**src/lsp_pkg.sv**
```systemverilog
// ----------------------------------------------------------------------------
// lsp_pkg
// Shared types and constants for the lottery scheduler pick unit.
// ----------------------------------------------------------------------------
package lsp_pkg;

  // item kinds
  localparam logic KIND_ADD  = 1'b0;
  localparam logic KIND_DRAW = 1'b1;

  // result status codes
  localparam logic [1:0] ST_OK    = 2'd0;
  localparam logic [1:0] ST_FULL  = 2'd1;
  localparam logic [1:0] ST_EMPTY = 2'd2;

  // result kinds chosen by the controller
  localparam logic [2:0] RES_ADD   = 3'd0;
  localparam logic [2:0] RES_FULL  = 3'd1;
  localparam logic [2:0] RES_EMPTY = 3'd2;
  localparam logic [2:0] RES_WIN   = 3'd3;
  localparam logic [2:0] RES_NONE  = 3'd4;

  // field widths
  localparam int ID_W    = 8;
  localparam int CNT_W   = 16;
  localparam int WGT_W   = 15;
  localparam int RND_W   = 31;
  localparam int TOT_W   = 19;
  localparam int ENT_W   = ID_W + WGT_W;

  // remainder unit: one dividend bit per cycle
  localparam int DIV_STEPS = RND_W;
  localparam int DCNT_W    = 5;

  typedef struct packed {
    logic       load;
    logic       add_commit;
    logic       div_init;
    logic       div_step;
    logic       walk_init;
    logic       walk_adv;
    logic       win_latch;
    logic       out_load;
    logic [2:0] res_kind;
  } cmd_t;

  typedef struct packed {
    logic draw;
    logic full;
    logic sum_zero;
    logic div_last;
    logic walk_end;
    logic fits;
  } sts_t;

endpackage

```
**src/lottery_scheduler_pick_unit.sv**
```systemverilog
// ----------------------------------------------------------------------------
// lottery_scheduler_pick_unit
// Lottery scheduler: stores ticket groups and draws a weighted winner.
// ----------------------------------------------------------------------------
// Usage:
//   in_*  channel takes one item per handshake. in_tuser selects add (0) or
//   draw (1). An add stores (process_id, ticket_count) in the next free slot,
//   counts below 1 become one ticket; a full table answers status 1.
//   A draw reduces random_value modulo the ticket total and walks the table
//   in insertion order; an empty table answers status 2.
//   out_* channel returns exactly one result item per input item.
// Sequence:
//   add and empty draw: after accept the controller passes DECIDE and
//   DONE and loads the output register. draw: DECIDE, the one-bit-per-cycle
//   remainder unit, WINIT, then a WRD/WCMP pair for each of k = groups walked
//   (at most MAX_GROUPS) on the single table read port, then DONE.
//   One item is in work at a time; in_tready is high only while idle.
// Reset and stalls:
//   reset empties the table and clears the ticket total. A finished result
//   sits in the output register; a new item may be accepted meanwhile, and
//   its result waits until the receiver takes the previous one.
// ----------------------------------------------------------------------------
module lottery_scheduler_pick_unit #(
  parameter int MAX_GROUPS = 16
) (
  input  logic        clk,
  input  logic        rst_n,
  input  logic        in_tvalid,
  output logic        in_tready,
  input  logic [55:0] in_tdata,   // process_id[7:0], ticket_count[23:8],
                                  // random_value[54:24], zero pad[55]
  input  logic        in_tuser,   // kind[0]
  output logic        out_tvalid,
  input  logic        out_tready,
  output logic [31:0] out_tdata,  // winner_id[7:0], total_tickets[26:8],
                                  // zero pad[31:27]
  output logic [2:0]  out_tuser   // winner_valid[0], status[2:1]
);

  lsp_pkg::cmd_t cmd;
  lsp_pkg::sts_t sts;

  logic [lsp_pkg::ID_W-1:0]  wid;
  logic                      wok;
  logic [1:0]                st;
  logic [lsp_pkg::TOT_W-1:0] tot;

  lsp_ctrl u_ctrl (
    .clk       (clk),
    .rst_n     (rst_n),
    .in_tvalid (in_tvalid),
    .in_tready (in_tready),
    .out_tvalid(out_tvalid),
    .out_tready(out_tready),
    .sts       (sts),
    .cmd       (cmd)
  );

  lsp_dp #(
    .MAX_GROUPS(MAX_GROUPS)
  ) u_dp (
    .clk    (clk),
    .rst_n  (rst_n),
    .in_kind(in_tuser),
    .in_pid (in_tdata[7:0]),
    .in_cnt (in_tdata[23:8]),
    .in_rnd (in_tdata[54:24]),
    .cmd    (cmd),
    .sts    (sts),
    .out_wid(wid),
    .out_wok(wok),
    .out_st (st),
    .out_tot(tot)
  );

  assign out_tdata = {5'd0, tot, wid};
  assign out_tuser = {st, wok};

endmodule

```
**src/lsp_dp.sv**
```systemverilog
// ----------------------------------------------------------------------------
// lsp_dp
// Datapath: group table, ticket sum, bit-serial remainder and table walk.
// ----------------------------------------------------------------------------
module lsp_dp #(
  parameter int MAX_GROUPS = 16
) (
  input  logic                          clk,
  input  logic                          rst_n,
  input  logic                          in_kind,
  input  logic [lsp_pkg::ID_W-1:0]      in_pid,
  input  logic signed [lsp_pkg::CNT_W-1:0] in_cnt,
  input  logic [lsp_pkg::RND_W-1:0]     in_rnd,
  input  lsp_pkg::cmd_t                 cmd,
  output lsp_pkg::sts_t                 sts,
  output logic [lsp_pkg::ID_W-1:0]      out_wid,
  output logic                          out_wok,
  output logic [1:0]                    out_st,
  output logic [lsp_pkg::TOT_W-1:0]     out_tot
);

  localparam int SUM_W  = lsp_pkg::WGT_W + $clog2(MAX_GROUPS);
  localparam int FILL_W = $clog2(MAX_GROUPS + 1);
  localparam int IDX_W  = (MAX_GROUPS > 1) ? $clog2(MAX_GROUPS) : 1;

  logic                              kind_r;
  logic [lsp_pkg::ID_W-1:0]          pid_r;
  logic signed [lsp_pkg::CNT_W-1:0]  cnt_r;
  logic [lsp_pkg::RND_W-1:0]         rnd_r, rnd_nxt;
  logic [FILL_W-1:0]                 fill_r, fill_nxt;
  logic [SUM_W-1:0]                  sum_r, sum_nxt;
  logic [SUM_W-1:0]                  rem_r, rem_nxt;
  logic [lsp_pkg::DCNT_W-1:0]        dcnt_r, dcnt_nxt;
  logic [SUM_W-1:0]                  left_r, left_nxt;
  logic [FILL_W-1:0]                 idx_r, idx_nxt;
  logic [lsp_pkg::ID_W-1:0]          win_r;
  logic [lsp_pkg::ENT_W-1:0]         rd_q_r;
  logic [lsp_pkg::ENT_W-1:0]         mem [MAX_GROUPS];

  logic [lsp_pkg::WGT_W-1:0]         wgt_clamp;
  logic [SUM_W:0]                    rem_shift;
  logic [SUM_W:0]                    rem_sub;
  logic [lsp_pkg::WGT_W-1:0]         rd_wgt;
  logic [lsp_pkg::ID_W-1:0]          rd_id;
  logic [SUM_W+lsp_pkg::TOT_W-1:0]   sum_ext;

  // counts of zero or below count as a single ticket
  assign wgt_clamp = (cnt_r < 16'sd1) ? lsp_pkg::WGT_W'(1) : cnt_r[lsp_pkg::WGT_W-1:0];

  assign rd_wgt = rd_q_r[lsp_pkg::WGT_W-1:0];
  assign rd_id  = rd_q_r[lsp_pkg::ENT_W-1:lsp_pkg::WGT_W];

  // restoring remainder step, rem stays below sum so the shift fits
  assign rem_shift = {rem_r, rnd_r[lsp_pkg::RND_W-1]};
  assign rem_sub   = rem_shift - {1'b0, sum_r};

  assign sts.draw     = kind_r;
  assign sts.full     = (fill_r == FILL_W'(MAX_GROUPS));
  assign sts.sum_zero = (sum_r == '0);
  assign sts.div_last = (dcnt_r == lsp_pkg::DCNT_W'(lsp_pkg::DIV_STEPS - 1));
  assign sts.walk_end = (idx_r == fill_r);
  assign sts.fits     = (left_r <= SUM_W'(rd_wgt));

  always_comb begin
    rnd_nxt  = rnd_r;
    rem_nxt  = rem_r;
    dcnt_nxt = dcnt_r;
    left_nxt = left_r;
    idx_nxt  = idx_r;
    fill_nxt = fill_r;
    sum_nxt  = sum_r;
    if (cmd.add_commit) begin
      fill_nxt = fill_r + FILL_W'(1);
      sum_nxt  = sum_r + SUM_W'(wgt_clamp);
    end
    if (cmd.div_init) begin
      rnd_nxt  = rnd_r;
      rem_nxt  = '0;
      dcnt_nxt = '0;
    end else if (cmd.div_step) begin
      rnd_nxt  = {rnd_r[lsp_pkg::RND_W-2:0], 1'b0};
      rem_nxt  = (rem_shift >= {1'b0, sum_r}) ? rem_sub[SUM_W-1:0] : rem_shift[SUM_W-1:0];
      dcnt_nxt = dcnt_r + lsp_pkg::DCNT_W'(1);
    end
    if (cmd.walk_init) begin
      left_nxt = rem_r + SUM_W'(1);
      idx_nxt  = '0;
    end else if (cmd.walk_adv) begin
      left_nxt = left_r - SUM_W'(rd_wgt);
      idx_nxt  = idx_r + FILL_W'(1);
    end
  end

  always_ff @(posedge clk) begin
    if (!rst_n) begin
      fill_r <= '0;
      sum_r  <= '0;
    end else begin
      fill_r <= fill_nxt;
      sum_r  <= sum_nxt;
    end
  end

  always_ff @(posedge clk) begin
    if (cmd.load) begin
      kind_r <= in_kind;
      pid_r  <= in_pid;
      cnt_r  <= in_cnt;
      rnd_r  <= in_rnd;
    end else begin
      rnd_r  <= rnd_nxt;
    end
    rem_r  <= rem_nxt;
    dcnt_r <= dcnt_nxt;
    left_r <= left_nxt;
    idx_r  <= idx_nxt;
    if (cmd.win_latch) begin
      win_r <= rd_id;
    end
  end

  // group table, one write and one registered read port
  always_ff @(posedge clk) begin
    if (cmd.add_commit) begin
      mem[fill_r[IDX_W-1:0]] <= {pid_r, wgt_clamp};
    end
  end

  always_ff @(posedge clk) begin
    rd_q_r <= mem[idx_r[IDX_W-1:0]];
  end

  assign sum_ext = {{lsp_pkg::TOT_W{1'b0}}, sum_r};

  always_ff @(posedge clk) begin
    if (cmd.out_load) begin
      out_tot <= sum_ext[lsp_pkg::TOT_W-1:0];
      case (cmd.res_kind)
        lsp_pkg::RES_WIN: begin
          out_wid <= win_r;
          out_wok <= 1'b1;
          out_st  <= lsp_pkg::ST_OK;
        end
        lsp_pkg::RES_FULL: begin
          out_wid <= '0;
          out_wok <= 1'b0;
          out_st  <= lsp_pkg::ST_FULL;
        end
        lsp_pkg::RES_EMPTY: begin
          out_wid <= '0;
          out_wok <= 1'b0;
          out_st  <= lsp_pkg::ST_EMPTY;
        end
        default: begin
          out_wid <= '0;
          out_wok <= 1'b0;
          out_st  <= lsp_pkg::ST_OK;
        end
      endcase
    end
  end

`ifndef SYNTH
  a_fill_bound: assert property (@(posedge clk) disable iff (!rst_n)
    fill_r <= FILL_W'(MAX_GROUPS))
    else $error("group fill beyond table depth");

  a_sum_fill: assert property (@(posedge clk) disable iff (!rst_n)
    (fill_r == '0) == (sum_r == '0))
    else $error("ticket sum and fill disagree");

  a_rem_range: assert property (@(posedge clk) disable iff (!rst_n)
    cmd.div_step |=> (rem_r < sum_r))
    else $error("remainder not below ticket sum");
`endif

endmodule

```
**src/lsp_ctrl.sv**
```systemverilog
// ----------------------------------------------------------------------------
// lsp_ctrl
// Controller: sequences add, remainder and table walk, owns the handshakes.
// ----------------------------------------------------------------------------
module lsp_ctrl (
  input  logic          clk,
  input  logic          rst_n,
  input  logic          in_tvalid,
  output logic          in_tready,
  output logic          out_tvalid,
  input  logic          out_tready,
  input  lsp_pkg::sts_t sts,
  output lsp_pkg::cmd_t cmd
);

  localparam logic [2:0] S_IDLE   = 3'd0;
  localparam logic [2:0] S_DECIDE = 3'd1;
  localparam logic [2:0] S_DIV    = 3'd2;
  localparam logic [2:0] S_WINIT  = 3'd3;
  localparam logic [2:0] S_WRD    = 3'd4;
  localparam logic [2:0] S_WCMP   = 3'd5;
  localparam logic [2:0] S_DONE   = 3'd6;

  logic [2:0] state_r, state_nxt;
  logic [2:0] res_r, res_nxt;
  logic       ovld_r, ovld_nxt;

  assign in_tready  = (state_r == S_IDLE);
  assign out_tvalid = ovld_r;

  always_comb begin
    state_nxt    = state_r;
    res_nxt      = res_r;
    cmd          = '0;
    cmd.res_kind = res_r;
    case (state_r)
      S_IDLE: begin
        if (in_tvalid) begin
          cmd.load  = 1'b1;
          state_nxt = S_DECIDE;
        end
      end
      S_DECIDE: begin
        if (sts.draw == lsp_pkg::KIND_ADD) begin
          if (sts.full) begin
            res_nxt = lsp_pkg::RES_FULL;
          end else begin
            cmd.add_commit = 1'b1;
            res_nxt        = lsp_pkg::RES_ADD;
          end
          state_nxt = S_DONE;
        end else if (sts.sum_zero) begin
          res_nxt   = lsp_pkg::RES_EMPTY;
          state_nxt = S_DONE;
        end else begin
          cmd.div_init = 1'b1;
          state_nxt    = S_DIV;
        end
      end
      S_DIV: begin
        cmd.div_step = 1'b1;
        if (sts.div_last) begin
          state_nxt = S_WINIT;
        end
      end
      S_WINIT: begin
        cmd.walk_init = 1'b1;
        state_nxt     = S_WRD;
      end
      S_WRD: begin
        // table read for the current index lands at this edge
        if (sts.walk_end) begin
          res_nxt   = lsp_pkg::RES_NONE;
          state_nxt = S_DONE;
        end else begin
          state_nxt = S_WCMP;
        end
      end
      S_WCMP: begin
        if (sts.fits) begin
          cmd.win_latch = 1'b1;
          res_nxt       = lsp_pkg::RES_WIN;
          state_nxt     = S_DONE;
        end else begin
          cmd.walk_adv = 1'b1;
          state_nxt    = S_WRD;
        end
      end
      S_DONE: begin
        if (!ovld_r || out_tready) begin
          cmd.out_load = 1'b1;
          state_nxt    = S_IDLE;
        end
      end
      default: begin
        state_nxt = S_IDLE;
      end
    endcase
  end

  always_comb begin
    ovld_nxt = ovld_r;
    if (out_tready) begin
      ovld_nxt = 1'b0;
    end
    if (cmd.out_load) begin
      ovld_nxt = 1'b1;
    end
  end

  always_ff @(posedge clk) begin
    if (!rst_n) begin
      state_r <= S_IDLE;
      res_r   <= lsp_pkg::RES_ADD;
      ovld_r  <= 1'b0;
    end else begin
      state_r <= state_nxt;
      res_r   <= res_nxt;
      ovld_r  <= ovld_nxt;
    end
  end

`ifndef SYNTH
  a_no_overwrite: assert property (@(posedge clk) disable iff (!rst_n)
    (ovld_r && !out_tready) |-> !cmd.out_load)
    else $error("pending result overwritten");
`endif

endmodule
```
**config.mk**
```make
export PLATFORM = sky130hd
export DESIGN_NAME = lottery_scheduler_pick_unit
export DESIGN_NICKNAME = d
export VERILOG_FILES = /design/src/lsp_pkg.sv /design/src/lottery_scheduler_pick_unit.sv /design/src/lsp_dp.sv /design/src/lsp_ctrl.sv
export SDC_FILE = /design/constraint.sdc
export NUM_CORES = 1
export LEC_CHECK = 0
export BUFFER_PORTS_ARGS = -buffer_cell sky130_fd_sc_hd__buf_2
export CAP_MARGIN = 30
export CORE_MARGIN = 10
export CORE_UTILIZATION = 30
export DETAILED_ROUTE_END_ITERATION = 6
export GPL_TIMING_DRIVEN = 0
export HOLD_SLACK_MARGIN = 0.06
export PLACE_DENSITY = 0.5
export SYNTH_ARGS = -nofsm -noshare
export SYNTH_HDL_FRONTEND = slang
export SYNTH_SLANG_ARGS = --single-unit
```
**constraint.sdc**
```tcl
create_clock -name clk -period 2.96 [get_ports clk]
set_clock_uncertainty 0.05 [all_clocks]
set_input_delay 0.444 -clock clk [delete_from_list [all_inputs] [get_ports clk]]
set_output_delay 0.444 -clock clk [all_outputs]
set_load 0.005 [all_outputs]
```
==> metrics.csv <==
stage;metric;value;unit
synth;synth_seq_area_share;0.6648;
floorplanning;die_w;304.2;µm
clock_tree;cts_root_buffer;clkbuf_16;
route;vias;14330;
timing;finalWorstSetupSlack;-0.2108;ns
final_layout;post-route-util;0.3651;
global_route;grt_first_pass_wirelength;92400;µm
clock_tree;cts.path.max_buffers;3;
worst_setup_path;cp.required;3.46;ns
worst_setup_path;r2r-start;u_dp.cnt_r[1]$_DFFE_PP_;
clock_tree;cts_tree;done;
route;routed_via_density;4.948;
min_path;min_path_cells;2;
clock_tree;clk_latency;0.65;ns
min_path;min_path_type;in2reg;
floorplanning;coreArea;0.08029;mm²
min_path;holdPathEnd;u_dp.rnd_r[17]$_DFFE_PP_;
pwr;power_leakage;0.009788;µW
floorplanning;ioPinCount;98;
worst_setup_path;critPathKind;reg2reg;
timing;setup_viol;4;
timing;max_freq;0.3154;GHz
clock_tree;htreeDepth;2;
place;dp_hpwl;42640;µm
worst_setup_path;endpoint_kind;flip-flop;
timing;worst_pin_slew;1.004;ns
global_route;antenna_found_initial;2;
worst_setup_path;r2r_cells;18;
worst_setup_path;r2r-end;u_dp.sum_r[10]$_SDFFE_PN0P_;
timing;finalHoldViolations;0;
place;gp_congestion;0.8403;
global_route;grt_use_total;0.1296;
pwr;vdd_drop_max;0.5008;mV
worst_setup_path;cpPeakStageDelay;0.43;ns
timing;fin_crit_sh;1.071;
synth;synth_edf_count;481;
clock_tree;cts_made_buffers;58;
timing;period_minus_slack;3.171;ns
route;dr.pass1.iters;5;
worst_setup_path;cp_top_family;compound AO/OA/AOI/OAI gates;
synth;synthFlopType;edfxtp_1;
run;drv_cap;0;
timing;rsz0062_at_grt;true;
synth;yosysTopAreaCell;edfxtp_1;
route;wl;63460;µm
synth;synth_top_area_share;0.5963;
timing;slew_violations;0;
clock_tree;cts_sinks;564;
clock_tree;cts.clk_slew.worst_paths;0.06;ns
floorplanning;die-area;0.09251;mm²
route;dr.first_iter.drc_count;1090;
synth;synth.distinct_cells;75;
floorplanning;start_util;0.3017;
route;wl_per_cell;21.91;µm
final_layout;nets;1908;
pwr;power_density;855.5;mW/mm²
synth;yosys_warnings;0;
place;port_buffers;90;
worst_setup_path;critPathBufInv;6;
worst_setup_path;rrSetupSlack;-0.21;ns
synth;ys_async_sr_fraction;0;
synth;ys_top_cells_by_area;edfxtp_1, mux4_2, dfxtp_1;
worst_setup_path;crit_chain;nor4_4, a41oi_2, nand2b_4, ha_4, inv_2, fa_2, nand2b_4, a21oi_4, buf_4, buf_6, buf_6, buf_6, buf_6, nor2b_2, o21ai_2, a31oi_1, xor2_1, o21ai_1;
synth;synth-seq-cells;564;
final_layout;area_growth;21.00;%
outcome;violations;setup timing;
final_layout;drive_gt1_frac;0.2606;
timing;slew_headroom;0.3309;
worst_setup_path;cpMostUsedCell;buf_6;
synth;syn_area;0.02422;mm²
worst_setup_path;cp.arrival;3.67;ns
min_path;hp-start;in_tdata[41];
place;placed_area;0.02661;mm²
global_route;grt_max_degree;32;
floorplanning;row_count;104;
route;ant_nets;0;
outcome;status;complete, but fails checks;
synth;postSynthCellCount;1549;
synth;syn_avg_cell_area;15.64;µm²
worst_setup_path;critPathMaxFanout;4;
floorplanning;die_h;304.2;µm
worst_setup_path;startpoint_type;flip-flop;
pwr;p_total;25080;µW
global_route;grt_pass1_vias;14540;
worst_setup_path;crit_slowest_cell;edfxtp_1;
route;drc;0;
final_layout;design_area;0.02931;mm²
global_route;grt_overflow;0;
worst max path at each step:
| stage | start | to | slack (ns) | cells past startpoint |
|---|---|---|---|---|
| floorplan | u_ctrl.state_r[2]$_SDFFE_PN0P_ | u_dp.mem[4][0]$_DFFE_PP_ | -0.23 | 6 |
| global placement | u_ctrl.state_r[2]$_SDFFE_PN0P_ | u_dp.mem[6][15]$_DFFE_PP_ | -2.72 | 6 |
| detailed placement | u_dp.rd_q_r[13]$_DFF_P_ | u_dp.left_r[15]$_DFFE_PP_ | -0.56 | 10 |
| CTS | u_dp.cnt_r[10]$_DFFE_PP_ | u_dp.sum_r[18]$_SDFFE_PN0P_ | -0.21 | 13 |
| global route | u_dp.cnt_r[1]$_DFFE_PP_ | u_dp.sum_r[18]$_SDFFE_PN0P_ | -0.37 | 13 |
| finish | u_dp.cnt_r[1]$_DFFE_PP_ | u_dp.sum_r[10]$_SDFFE_PN0P_ | -0.21 | 18 |
sequential cells by signal (all words and copies together) (netlist names), 2 cells and up:
register,flops
u_dp.win_r,8
u_dp.cnt_r,16
u_dp.fill_r,5
u_dp.pid_r,8
u_dp.left_r,19
u_dp.out_wid,8
u_dp.idx_r,5
u_dp.rnd_r,31
u_dp.rem_r,19
u_dp.out_st,2
u_dp.sum_r,19
u_dp.mem,368
u_ctrl.res_r,3
u_ctrl.state_r,3
u_dp.rd_q_r,23
u_dp.dcnt_r,5
u_dp.out_tot,19
kinds of logic after synthesis:
kind of cell | Yosys count | synth area share
flops | 564 | 0.6648
simple gates | 349 | 0.07226
compound gates | 231 | 0.06172
mux | 154 | 0.1246
buf+inv | 130 | 0.02283
fa+ha+maj | 60 | 0.03192
xor+xnor | 60 | 0.02169
other cells | 1 | 0.0001548
layout make-up:
class                      instances  area (µm²)
sequential                       564       16110
antenna                            2       5.005
clock buffer                      81        1578
fill                            7538       50980
clock inverter                    26       300.3
timing repair buffer             172        1466
tap                             1060        1326
buffer                            74       370.4
inverter                          54       206.4
multi-input combinational        863        7948
layer usage:
layer | global-route usage | part of all wire
met3 | 0.01935 | 0.046
met5 | 0 | 0
met1 | 0.1674 | 0.43
met2 | 0.2233 | 0.50
met4 | 0.03541 | 0.021
stage by stage:
step	std cells	hold WS, ns	setup WS [ns]	TNS, ns
finish	2896	0.08286	-0.2108	-0.7700
global route	2895	0.06595	-0.3716	-2.310
CTS	2878	0.06044	-0.2112	-0.4351
detailed placement	2734	0.3448	-0.5629	-55.76
global placement	2703	0.3378	-2.719	-539.85
floorplan	1553	0.3355	-0.2258	-20.77
synthesized netlist by cell type (20+ instances only):
cell type	n
o21ai_0	41
a21oi_1	67
nand2_1	74
inv_1	53
xnor2_1	31
ha_1	57
mux2_2	26
nand3_1	37
edfxtp_1	481
xor2_1	29
mux4_2	115
clkbuf_1	43
nor3_1	27
nor2_1	87
and2_1	23
dfxtp_1	83
nand2b_1	20
where the power goes:
part	leakage, µW	switching, µW	total [µW]	internal [µW]
clock	0.000901	3040	7190	4160
combinational	0.00380	4100	7500	3400
sequential	0.00509	640	10400	9740
total	0.00979	7780	25100	17300
cells in the final DEF (no fill, tap or decap), drive strengths merged, types with 8 or more instances in the layout:
cell type / synthesis / final
edfxtp: 481 / 481
buf: 33 / 168
clkbuf: 43 / 126
mux4: 115 / 115
nor2: 87 / 87
dfxtp: 83 / 83
nand2: 74 / 74
a21oi: 67 / 67
ha: 57 / 57
inv: 54 / 54
o21ai: 53 / 53
nand3: 37 / 37
dlygate4sd3: 0 / 32
xnor2: 31 / 31
mux2: 30 / 30
xor2: 29 / 29
nor3: 29 / 29
and2: 24 / 24
nand2b: 20 / 20
a211oi: 20 / 20
clkinv: 0 / 18
nor2b: 15 / 15
nand4: 14 / 14
o211ai: 14 / 14
and3: 10 / 14
or3: 10 / 10
o21a: 9 / 9
mux2i: 9 / 9
a21o: 9 / 9
o22ai: 9 / 9
nor4: 9 / 9
a31oi: 8 / 8
repair_timing:
action                                  CTS  global route
hold buffers                             32             0
buffers inserted                          6            12
endpoints found under the hold margin    32             0
resized for setup                        39            45
pin swaps                                13            21
cloned                                    0             4
endpoints found under the setup margin  182           190
Power figures use the tool's default switching activity.
